**src/rtl/swt_pkg.sv**
```systemverilog
// ============================================================================
// swt_pkg: shared types and constants for the sender window tracker
// Window geometry, field widths, status codes, the controller state type and
// the command/status bundles between the controller and the datapath.
// ============================================================================
package swt_pkg;

    localparam int WINDOW      = 8;
    localparam int SEQ_SPACE   = 16384;
    localparam int CONNECTIONS = 8;
    localparam int HDR_BYTES   = 4;

    // Window and sequence space are powers of two, so slot and wrap are bit slices.
    localparam int SEQ_W    = $clog2(SEQ_SPACE);
    localparam int SLOT_W   = $clog2(WINDOW);
    localparam int CONN_W   = 3;
    localparam int LEN_W    = 11;
    localparam int PAD_W    = 2;
    localparam int FLIGHT_W = 4;

    localparam logic MODE_SEND = 1'b0;
    localparam logic MODE_RECV = 1'b1;

    typedef enum logic [2:0] {
        ST_SENT  = 3'd0,
        ST_FULL  = 3'd1,
        ST_ACK   = 3'd2,
        ST_DUP   = 3'd3,
        ST_DATA  = 3'd4
    } status_t;

    typedef struct packed {
        logic              mode;
        logic [CONN_W-1:0] conn;
        logic [SEQ_W-1:0]  rx_seq;
        logic [PAD_W-1:0]  rx_pad;
        logic [LEN_W-1:0]  pkt_len;
    } swt_in_t;

    typedef struct packed {
        status_t             status;
        logic [SEQ_W-1:0]    seq_out;
        logic [PAD_W-1:0]    pad_out;
        logic [LEN_W-1:0]    deliver_len;
        logic [FLIGHT_W-1:0] in_flight;
    } swt_out_t;

    typedef enum logic [2:0] {
        S_IDLE,
        S_LOAD,
        S_EXEC,
        S_ADVANCE,
        S_COMMIT
    } state_t;

    typedef struct packed {
        logic capture;
        logic load;
        logic exec;
        logic advance;
        logic commit;
    } swt_cmd_t;

    typedef struct packed {
        logic adv_more;
        logic out_free;
    } swt_sts_t;

endpackage

```
**src/rtl/swt_ctrl.sv**
```systemverilog
// ============================================================================
// swt_ctrl: sequencing controller of the sender window tracker
// Steps one item through load, evaluate, base advance and commit, and
// issues the datapath commands for each step.
// ============================================================================
module swt_ctrl (
    input  logic              aclk,
    input  logic              aresetn,
    input  logic              s_valid,
    output logic              s_ready,
    input  swt_pkg::swt_sts_t sts,
    output swt_pkg::swt_cmd_t cmd
);

    swt_pkg::state_t state_reg;
    swt_pkg::state_t state_next;

    always_ff @(posedge aclk) begin
        if (!aresetn) begin
            state_reg <= swt_pkg::S_IDLE;
        end else begin
            state_reg <= state_next;
        end
    end

    always_comb begin
        state_next = state_reg;
        case (state_reg)
            swt_pkg::S_IDLE: begin
                if (s_valid) begin
                    state_next = swt_pkg::S_LOAD;
                end
            end
            swt_pkg::S_LOAD:  state_next = swt_pkg::S_EXEC;
            swt_pkg::S_EXEC:  state_next = swt_pkg::S_ADVANCE;
            swt_pkg::S_ADVANCE: begin
                if (!sts.adv_more) begin
                    state_next = swt_pkg::S_COMMIT;
                end
            end
            swt_pkg::S_COMMIT: begin
                if (sts.out_free) begin
                    state_next = swt_pkg::S_IDLE;
                end
            end
            default: state_next = swt_pkg::S_IDLE;
        endcase
    end

    always_comb begin
        cmd     = '0;
        s_ready = 1'b0;
        case (state_reg)
            swt_pkg::S_IDLE: begin
                s_ready     = 1'b1;
                cmd.capture = s_valid;
            end
            swt_pkg::S_LOAD:    cmd.load    = 1'b1;
            swt_pkg::S_EXEC:    cmd.exec    = 1'b1;
            swt_pkg::S_ADVANCE: cmd.advance = sts.adv_more;
            swt_pkg::S_COMMIT:  cmd.commit  = sts.out_free;
            default: begin
                cmd     = '0;
                s_ready = 1'b0;
            end
        endcase
    end

endmodule

```
**src/rtl/swt_datapath.sv**
```systemverilog
// ============================================================================
// swt_datapath: per-connection window state and working registers
// Holds base, next, outstanding count and acked flags of every connection,
// evaluates one item on a working copy and writes it back on commit.
// ============================================================================
module swt_datapath (
    input  logic              aclk,
    input  logic              aresetn,
    input  swt_pkg::swt_in_t  s_data,
    output swt_pkg::swt_out_t m_data,
    output logic              m_valid,
    input  logic              m_ready,
    input  swt_pkg::swt_cmd_t cmd,
    output swt_pkg::swt_sts_t sts
);

    // Per-connection state; each entry is only ever read at the captured index.
    logic [swt_pkg::SEQ_W-1:0]    base_reg  [swt_pkg::CONNECTIONS];
    logic [swt_pkg::SEQ_W-1:0]    next_reg  [swt_pkg::CONNECTIONS];
    logic [swt_pkg::FLIGHT_W-1:0] cnt_reg   [swt_pkg::CONNECTIONS];
    logic [swt_pkg::WINDOW-1:0]   flags_reg [swt_pkg::CONNECTIONS];

    swt_pkg::swt_in_t             in_reg, in_next;
    logic [swt_pkg::SEQ_W-1:0]    base_w_reg, base_w_next;
    logic [swt_pkg::SEQ_W-1:0]    next_w_reg, next_w_next;
    logic [swt_pkg::FLIGHT_W-1:0] cnt_w_reg, cnt_w_next;
    logic [swt_pkg::WINDOW-1:0]   row_w_reg, row_w_next;
    logic                         adv_en_reg, adv_en_next;
    swt_pkg::status_t             res_status_reg, res_status_next;
    logic [swt_pkg::SEQ_W-1:0]    res_seq_reg, res_seq_next;
    logic [swt_pkg::PAD_W-1:0]    res_pad_reg, res_pad_next;
    logic [swt_pkg::LEN_W-1:0]    res_dlen_reg, res_dlen_next;
    swt_pkg::swt_out_t            m_data_reg, m_data_next;
    logic                         m_valid_reg, m_valid_next;

    logic                         conn_ok;
    logic [swt_pkg::CONN_W-1:0]   cidx;
    logic [swt_pkg::SEQ_W-1:0]    seq_span;
    logic                         win_full;
    logic [swt_pkg::SLOT_W-1:0]   send_slot;
    logic [swt_pkg::SLOT_W-1:0]   ack_slot;
    logic [swt_pkg::SLOT_W-1:0]   base_slot;
    logic [swt_pkg::PAD_W-1:0]    pad_calc;
    logic [swt_pkg::LEN_W-1:0]    rx_pad_ext;

    assign conn_ok = ({1'b0, in_reg.conn} < (swt_pkg::CONN_W + 1)'(swt_pkg::CONNECTIONS));
    assign cidx    = conn_ok ? in_reg.conn : '0;

    // Modular distance; the subtraction wraps in the sequence width.
    assign seq_span = next_w_reg - base_w_reg;
    assign win_full = ({1'b0, seq_span} >= (swt_pkg::SEQ_W + 1)'(swt_pkg::WINDOW));

    assign send_slot = next_w_reg[swt_pkg::SLOT_W-1:0];
    assign ack_slot  = in_reg.rx_seq[swt_pkg::SLOT_W-1:0];
    assign base_slot = base_w_reg[swt_pkg::SLOT_W-1:0];

    // Pad that brings header plus payload up to a 32-bit boundary.
    assign pad_calc   = swt_pkg::PAD_W'(2'd0 - swt_pkg::PAD_W'(
                            in_reg.pkt_len[swt_pkg::PAD_W-1:0]
                            + swt_pkg::PAD_W'(swt_pkg::HDR_BYTES)));
    assign rx_pad_ext = swt_pkg::LEN_W'(in_reg.rx_pad);

    assign sts.adv_more = adv_en_reg && (base_w_reg != next_w_reg) && row_w_reg[base_slot];
    assign sts.out_free = !m_valid_reg || m_ready;

    always_comb begin
        in_next         = in_reg;
        base_w_next     = base_w_reg;
        next_w_next     = next_w_reg;
        cnt_w_next      = cnt_w_reg;
        row_w_next      = row_w_reg;
        adv_en_next     = adv_en_reg;
        res_status_next = res_status_reg;
        res_seq_next    = res_seq_reg;
        res_pad_next    = res_pad_reg;
        res_dlen_next   = res_dlen_reg;

        if (cmd.capture) begin
            in_next = s_data;
        end

        if (cmd.load) begin
            base_w_next     = base_reg[cidx];
            next_w_next     = next_reg[cidx];
            cnt_w_next      = cnt_reg[cidx];
            row_w_next      = flags_reg[cidx];
            adv_en_next     = 1'b0;
            res_status_next = swt_pkg::ST_SENT;
            res_seq_next    = '0;
            res_pad_next    = '0;
            res_dlen_next   = '0;
        end

        if (cmd.exec) begin
            case (in_reg.mode)
                swt_pkg::MODE_SEND: begin
                    if (!conn_ok || win_full) begin
                        res_status_next = swt_pkg::ST_FULL;
                    end else begin
                        res_status_next       = swt_pkg::ST_SENT;
                        res_seq_next          = next_w_reg;
                        res_pad_next          = pad_calc;
                        next_w_next           = next_w_reg + 1'b1;
                        row_w_next[send_slot] = 1'b0;
                        cnt_w_next            = cnt_w_reg + 1'b1;
                    end
                end
                swt_pkg::MODE_RECV: begin
                    if (in_reg.pkt_len == '0) begin
                        if (!conn_ok || row_w_reg[ack_slot]) begin
                            res_status_next = swt_pkg::ST_DUP;
                        end else begin
                            res_status_next      = swt_pkg::ST_ACK;
                            row_w_next[ack_slot] = 1'b1;
                            adv_en_next          = 1'b1;
                        end
                    end else begin
                        res_status_next = swt_pkg::ST_DATA;
                        res_seq_next    = in_reg.rx_seq;
                        // A pad larger than the payload leaves the length as is.
                        res_dlen_next   = (in_reg.pkt_len >= rx_pad_ext)
                                          ? in_reg.pkt_len - rx_pad_ext
                                          : in_reg.pkt_len;
                    end
                end
                default: res_status_next = res_status_reg;
            endcase
        end

        if (cmd.advance) begin
            base_w_next = base_w_reg + 1'b1;
            if (cnt_w_reg != '0) begin
                cnt_w_next = cnt_w_reg - 1'b1;
            end
        end
    end

    always_comb begin
        m_data_next  = m_data_reg;
        m_valid_next = m_valid_reg;
        if (m_ready) begin
            m_valid_next = 1'b0;
        end
        if (cmd.commit) begin
            m_valid_next             = 1'b1;
            m_data_next.status       = res_status_reg;
            m_data_next.seq_out      = res_seq_reg;
            m_data_next.pad_out      = res_pad_reg;
            m_data_next.deliver_len  = res_dlen_reg;
            m_data_next.in_flight    = conn_ok ? cnt_w_reg : '0;
        end
    end

    always_ff @(posedge aclk) begin
        in_reg         <= in_next;
        base_w_reg     <= base_w_next;
        next_w_reg     <= next_w_next;
        cnt_w_reg      <= cnt_w_next;
        row_w_reg      <= row_w_next;
        res_status_reg <= res_status_next;
        res_seq_reg    <= res_seq_next;
        res_pad_reg    <= res_pad_next;
        res_dlen_reg   <= res_dlen_next;
        m_data_reg     <= m_data_next;
    end

    always_ff @(posedge aclk) begin
        if (!aresetn) begin
            adv_en_reg  <= 1'b0;
            m_valid_reg <= 1'b0;
        end else begin
            adv_en_reg  <= adv_en_next;
            m_valid_reg <= m_valid_next;
        end
    end

    always_ff @(posedge aclk) begin
        if (!aresetn) begin
            for (int i = 0; i < swt_pkg::CONNECTIONS; i++) begin
                base_reg[i]  <= '0;
                next_reg[i]  <= '0;
                cnt_reg[i]   <= '0;
                flags_reg[i] <= '0;
            end
        end else if (cmd.commit && conn_ok) begin
            base_reg[cidx]  <= base_w_reg;
            next_reg[cidx]  <= next_w_reg;
            cnt_reg[cidx]   <= cnt_w_reg;
            flags_reg[cidx] <= row_w_reg;
        end
    end

    assign m_data  = m_data_reg;
    assign m_valid = m_valid_reg;

endmodule

```
**src/rtl/sliding_window_send_ack_tracker.sv**
```systemverilog
// ============================================================================
// sliding_window_send_ack_tracker: selective-repeat sender window
// Top level joining the sequencing controller and the window datapath.
// ============================================================================
// Each beat on the s_ channel is either a send request or a received packet
// for one connection, and produces exactly one result beat on the m_ channel.
// The block works on one item at a time and accepts no new beat until the
// current one is committed: after acceptance the item is loaded, evaluated,
// the base advance is checked and, on an accepted ACK, the base walks forward
// slot by slot in the datapath, and the commit then registers the result.
// s_ready returns the cycle after the commit.
// A finished result sits in the output register while the next beat is
// accepted, and the commit of that next item waits only if the earlier
// result has still not been taken.
module sliding_window_send_ack_tracker (
    input  logic              aclk,
    input  logic              aresetn,
    input  logic              s_valid,
    output logic              s_ready,
    input  swt_pkg::swt_in_t  s_data,
    output logic              m_valid,
    input  logic              m_ready,
    output swt_pkg::swt_out_t m_data
);

    swt_pkg::swt_cmd_t cmd;
    swt_pkg::swt_sts_t sts;

    swt_ctrl u_ctrl (
        .aclk    (aclk),
        .aresetn (aresetn),
        .s_valid (s_valid),
        .s_ready (s_ready),
        .sts     (sts),
        .cmd     (cmd)
    );

    swt_datapath u_datapath (
        .aclk    (aclk),
        .aresetn (aresetn),
        .s_data  (s_data),
        .m_data  (m_data),
        .m_valid (m_valid),
        .m_ready (m_ready),
        .cmd     (cmd),
        .sts     (sts)
    );

    // A new result only appears through a commit.
    a_valid_from_commit: assert property (@(posedge aclk) disable iff (!aresetn)
        $rose(m_valid) |-> $past(cmd.commit))
        else $error("result valid rose without a commit");

    // A commit never overwrites a result that is still waiting.
    a_commit_output_free: assert property (@(posedge aclk) disable iff (!aresetn)
        cmd.commit |-> (!m_valid || m_ready))
        else $error("commit while the output register was still held");

    // The outstanding count never exceeds the window.
    a_flight_bound: assert property (@(posedge aclk) disable iff (!aresetn)
        m_valid |-> (m_data.in_flight <= swt_pkg::FLIGHT_W'(swt_pkg::WINDOW)))
        else $error("in_flight beyond the window size");

    // The base only walks inside the evaluation sequence.
    a_advance_on_ack: assert property (@(posedge aclk) disable iff (!aresetn)
        cmd.advance |-> !s_ready && !cmd.commit)
        else $error("base advance outside the evaluation sequence");

endmodule
```
**config.mk**
```make
export PLATFORM = sky130hd
export DESIGN_NAME = sliding_window_send_ack_tracker
export DESIGN_NICKNAME = d
export VERILOG_FILES = /design/src/rtl/swt_pkg.sv /design/src/rtl/swt_ctrl.sv /design/src/rtl/swt_datapath.sv /design/src/rtl/sliding_window_send_ack_tracker.sv
export SDC_FILE = /design/constraint.sdc
export NUM_CORES = 1
export LEC_CHECK = 0
export BUFFER_PORTS_ARGS = -buffer_cell sky130_fd_sc_hd__buf_2
export CORE_ASPECT_RATIO = 0.7
export CORE_MARGIN = 2
export CORE_UTILIZATION = 40
export DETAILED_ROUTE_END_ITERATION = 6
export MAX_ROUTING_LAYER = met4
export PLACE_DENSITY = 0.57
export SKIP_LAST_GASP = 1
export SYNTH_ARGS = -nofsm -noshare
export SYNTH_HDL_FRONTEND = slang
export SYNTH_SLANG_ARGS = --single-unit
```
**constraint.sdc**
```tcl
create_clock -name aclk -period 8 [get_ports aclk]
set_clock_uncertainty 0.2 [all_clocks]
set_input_delay 0.4 -clock aclk [delete_from_list [all_inputs] [get_ports aclk]]
set_output_delay 0.4 -clock aclk [all_outputs]
set_load 0.005 [all_outputs]
```
Word level (Yosys, flattened, before mapping)
Memories as Yosys holds them, arrays and structs flattened. A register that Yosys moved wholly into a read port is not among the register bits.
Index checks and enable logic that the tools add are counted.
- bits in registers: 140
- memory bits (writable): 320
- output and inout bits: 36
- word-level logic and storage cells: 151
- memories: 4
- $add $sub $neg: 7
- order comparisons: 7
- eq/ne operators: 8
- multiplexer cells: 83
- bitwise operators: 4
- reduce and logical (&&, ||, !) cells: 17
- memory list (name ; depth ; bits a word ; rd ports ; clocked after memory_dff ; write ports ; line ; RTL):
    u_datapath.base_reg ; 8 ; 14 ; 1 ; 1 ; 8 ; swt_datapath.sv:18 ; logic [swt_pkg::SEQ_W-1:0] base_reg [swt_pkg::CONNECTIONS];
    u_datapath.next_reg ; 8 ; 14 ; 1 ; 1 ; 8 ; swt_datapath.sv:19 ; logic [swt_pkg::SEQ_W-1:0] next_reg [swt_pkg::CONNECTIONS];
    u_datapath.flags_reg ; 8 ; 8 ; 1 ; 1 ; 8 ; swt_datapath.sv:21 ; logic [swt_pkg::WINDOW-1:0] flags_reg [swt_pkg::CONNECTIONS];
    u_datapath.cnt_reg ; 8 ; 4 ; 1 ; 1 ; 8 ; swt_datapath.sv:20 ; logic [swt_pkg::FLIGHT_W-1:0] cnt_reg [swt_pkg::CONNECTIONS];
- operators by type and width (kind ; count):
    $mux W14 ; 12
    $mux W11 ; 5
    $mux W8 ; 6
    $mux W3 ; 14
    $add A14 B1 Y14 const B ; 2
    $mux W4 ; 7
    $pmux W14 S2 ; 1
    $reduce_or A14 Y1 ; 2
    $mux W1 ; 27
    $pmux W8 S2 ; 1
    $pmux W3 S5 ; 1
    $ge A14 B4 Y1 const B ; 1
    $ne A14 B14 Y1 ; 1
    $sub A14 B14 Y14 ; 1
    $lt A3 B4 Y1 const B ; 3
    $ge A11 B2 Y1 ; 1
    $logic_not A11 Y1 ; 1
    $sub A11 B2 Y11 ; 1
    $and A8 B8 Y8 ; 1
    $mux W2 ; 4
    $not A8 Y8 ; 1
    $or A8 B8 Y8 ; 1
    $reduce_or A8 Y1 ; 1
    $bmux W1 S3 ; 2
    20 further kinds ; 29

Logic depth before layout (Yosys ltp)
- word-level depth: 9
- mapped depth: 15
- mapped depth without buffers: 11

Modules after synthesis
A second synthesis with hierarchy kept.
- cell total of the unflattened synthesis: 1591
- area, all modules: 21491.9 um^2
- modules (own cells, without submodules) (module ; instances ; cells each ; area each (um^2) ; seq. area each (um^2)):
    swt_datapath ; 1 ; 1568 ; 21309.2 ; 13232.7
    swt_ctrl ; 1 ; 23 ; 182.7 ; 60.1

Least setup slack after synthesis
No wires, ideal clock.
- path type: flip-flop to flip-flop
- start point: reg u_ctrl.state_reg[0]
- end point: mem u_datapath.base_reg[2][0] (netlist name), enable pin
- setup time: 493 ps
- data arrival time: 5085 ps
- required time: 7307 ps
- path slack: 2222 ps
- stages on the path, launching flop included: 8
- path buffers: 3
- path through: dfxtp_1 -> clkbuf_1 -> nor2_1 -> and3_1 -> nand3b_1 -> clkbuf_1 -> clkbuf_1 -> o21ai_0
- RTL lines (item ; line ; RTL):
    start: declaration ; swt_ctrl.sv:15 ; swt_pkg::state_t state_reg;
    start signal: assignment ; swt_ctrl.sv:20 ; state_reg <= swt_pkg::S_IDLE;
    start signal: assignment ; swt_ctrl.sv:22 ; state_reg <= state_next;
    end: declaration ; swt_datapath.sv:18 ;

Worst setup path in the final report
- start point: reg u_datapath.base_w_reg[1] (netlist name)
- end point: reg u_datapath.row_w_reg[5] (netlist name)
- cells in the longest elaborated chain, start to end: 5
- ends and longest elaborated chain (item ; line ; RTL):
    start: declaration ; swt_datapath.sv:24 ; logic [swt_pkg::SEQ_W-1:0] base_w_reg, base_w_next;
    start signal: assignment ; swt_datapath.sv:156 ; base_w_reg <= base_w_next;
    $sub A14 B14 Y14 ; swt_datapath.sv:50 ; assign seq_span = next_w_reg - base_w_reg;
    $ge A14 B4 Y1 ; swt_datapath.sv:51 ; assign win_full = ({1'b0, seq_span} >= (swt_pkg::SEQ_W + 1)'(swt_pkg::WINDOW));
    $mux W8 ; swt_datapath.sv:97 ; if (!conn_ok || win_full) begin
    $pmux W8 S2 ; swt_datapath.sv:95 ; case (in_reg.mode)
    $mux W8 ; swt_datapath.sv:94 ; if (cmd.exec) begin
    net u_datapath.row_w_next (one bit) ; swt_datapath.sv:27 ; logic [swt_pkg::WINDOW-1:0] row_w_reg, row_w_next;
    end signal: assignment ; swt_datapath.sv:159 ; row_w_reg <= row_w_next;
    end: declaration ; swt_datapath.sv:27 ;
The timed path passes the listed nets, and every way through them passes these cells.
A chain may end at the register's enable or synchronous reset.

==> metrics.yaml <==
floorplan:
  num_rows: 70
  start_util_pct: 40.4
  coreArea_um2: 52100
  die_y_um: 196
  num_io_pins: 71
  die-area_um2: 54500
  die_x_um: 278
cells_and_area:
  fin_cells: 2312
  mostFrequentLayoutCells: "edfxtp_1, and2_1, nor3_1, mux4_2, buf_2"
  drive_above_1_share_pct: 18.4
  antenna-diode-count: 0
  final_area_um2: 24000
  nets: 1648
  layout_commonest_cell: "edfxtp_1"
  area_delta_synth_final_pct: 13.9
synthesis:
  async_reset_ff_share_pct: 0
  ys_ff_latch: 463
  post_synth.cell_area_avg_um2: 13.6
  synth_ff_type: "edfxtp_1"
  synth_area_um2: 21100
  synth_cell_types: 68
  synth_edf_count: 402
  synth_top_area_cell: "edfxtp_1"
  ys_warn_count: 0
  synthCells: 1545
  yosysSeqAreaShare_pct: 63.1
  syn_nets: 1601
  synth_area_leaders: "edfxtp_1, mux4_2, dfxtp_1"
  yosysTopAreaCellShare_pct: 57.3
clock_tree:
  cts.sinks: 463
  clockRootBuffer: "clkbuf_16"
  cts_resized: 0
  cts_buffers: 45
  cts_hold_buf: 33
  tritoncts: "built"
  cts_setup_buffers: 0
  clk_pin_slew_ns: 0.06
  clockBufferDepth: 3
  cts-htree-levels: 2
  clock_latency_ns: 0.58
timing:
  slew_headroom_pct: 25.4
  setup_tns_ns: 0
  post-route-min-period_ns: 4.27
  hold_viol: 0
  max_slew.worst_pin.slew_ns: 1.12
  period_share_pct: 53.3
  fin_hold_ws_ns: 0.173
  final_max_slew_viol_count: 0
  setup-violations-final: 0
  fmax_ghz: 0.234
  rsz0062_at_grt: "false"
power:
  p_per_area_nw_per_um2: 265
  sequentialPowerShare_pct: 49.0
  cell_internal_pwr_mw: 4.52
  power_mw: 6.36
  vdd_drop_max_mv: 0.152
  swShare_pct: 28.9
  clkPwrFrac_pct: 35.3
  p_leak_nw: 8.43
  p_comb_share_pct: 15.7
  p_switching_mw: 1.84
setup_path:
  path_delay_family: "simple AND/OR/NAND/NOR gates"
  cp.arrival_ns: 4.49
  cp.depth: 11
  slowest_delay_ns: 0.59
  crit_buf_inv: 1
  worstSetupPathType: "reg2reg"
  worstSetupStartpointType: "flop"
  critPathMaxFanout: 12
  critPathCaptureType: "flop"
  crit_required_ns: 8.22
  crit_chain: "clkinv_1 > ha_1 > nor2b_1 > o21ai_1 > o211a_2 > or4b_1 > o211a_1 > or2_1 > or3_1 > nor2_1 > a21oi_1"
  slowest_stage: "or3_1"
  rr_worst_depth: 11
routing:
  drtIter0Drc: 1273
  drc: 0
  wl_mm: 55.0
  wl_per_cell_um: 23.8
  drt-pass1-iter-count: 5
  ant_nets: 0
  vias: 13200
  drt-vias-per-instance: 5.70
min_path:
  whs_path_depth: 2
  hp-class: "in2reg"
global_routing:
  gr-total-overflow: 0
  grt_pass1_vias: 13100
  grt_pass1_wl_mm: 83.1
  grt-busiest-layer: "met1"
  grt_max_degree: 54
  antenna_found_initial: 2
  grt_use_total_pct: 20.9
  grt_util_met2_pct: 29.5
  gr-usage-met1_pct: 31.3
  use_met3_pct: 4.20
place:
  dpl.hpwl_mm: 32.7
  place_congestion: 0.853
  dp_cells: 2196
  port_buffers: 70
  placed_area_um2: 22100
outcome:
  outcome: "completed"
job:
  cap_violations: 0
[power groups by stage]
stage,Clock (mW),Sequential [mW],Combinational (mW)
final,2.24,3.12,0.998
after global routing,2.37,3.15,1.09
after CTS,2.28,3.11,0.989
after detailed placement,0,3.17,0.972
after global placement,0,3.16,0.964
after floorplan,0,2.94,0.826
[worst register-to-register path, delay by kind of cell, from the launching register on]
family / cells / cell delay, ns
adder cells (fa/ha/maj): 1 / 0.38
flip-flops: 1 / 0.46
buffers and inverters: 1 / 0.28
AND/OR/NAND/NOR: 5 / 2.23
AO/OA/AOI/OAI: 4 / 0.59
[cells in the mapped netlist (8+ instances only)]
cell type	number
dfxtp_1	61
a21o_1	9
a22o_1	8
nand2b_1	14
inv_2	10
clkbuf_1	119
and3_1	8
nor2_1	38
nor3_1	123
nor2b_1	17
mux2i_1	36
nand3_1	30
o21ai_0	52
nor4_1	40
mux4_2	84
edfxtp_1	402
a21oi_1	30
inv_1	16
a211oi_1	17
xor2_1	8
buf_1	10
xnor2_1	20
nand2_1	68
and2_1	194
ha_1	20
[stage by stage]
stage	util, %	setup slack [ns]
after global placement	42.4	3.81
after detailed placement	42.4	3.73
after global routing	46.0	3.42
after CTS	46.0	3.70
final	46.0	3.73
after floorplan	-	2.22
[final timing paths]
path | from | end | slack [ns]
setup / recovery | u_datapath.base_w_reg[1]$_DFFE_PP_ | u_datapath.row_w_reg[5]$_DFF_P_ | 3.73
hold / removal | aresetn | u_datapath.m_valid$_SDFFE_PN0P_ | 0.17
setup reg to reg | u_datapath.base_w_reg[1]$_DFFE_PP_ | u_datapath.row_w_reg[5]$_DFF_P_ | 3.73
hold reg to reg | u_datapath.res_status_reg[0]$_SDFFCE_PN0P_ | u_datapath.m_data[31]$_DFFE_PP_ | 0.22
[cell families (layout without fill, tap and decap cells)]
| logic type | after synthesis | after routing | share of synthesized area, % |
|---|---|---|---|
| xor+xnor | 28 | 28 | 1.16 |
| fa+ha+maj | 21 | 21 | 1.28 |
| compound gates | 181 | 181 | 5.73 |
| mux | 124 | 124 | 10.9 |
| buf+inv | 165 | 248 | 2.98 |
| simple gates | 563 | 563 | 14.8 |
| flops | 463 | 463 | 63.1 |
[metal layers]
metal	vias up	routed length, um	part of all wire (%)
met2	448	23100	42
met5	-	0	0
met4	0	911	1.7
met3	77	4110	7.5
li1	5968	-	-
met1	6692	26800	49
[area by class of cell]
| cell class | instances | area [um2] |
|---|---|---|
| clock buffers | 58 | 1250 |
| inverters | 29 | 109 |
| flip-flops and latches | 463 | 13300 |
| multi-input cells | 917 | 7250 |
| fillers | 4545 | 28100 |
| well taps | 684 | 856 |
| repair buffers | 136 | 928 |
| clock inverters | 25 | 293 |
Power figures use the tool's default switching activity.
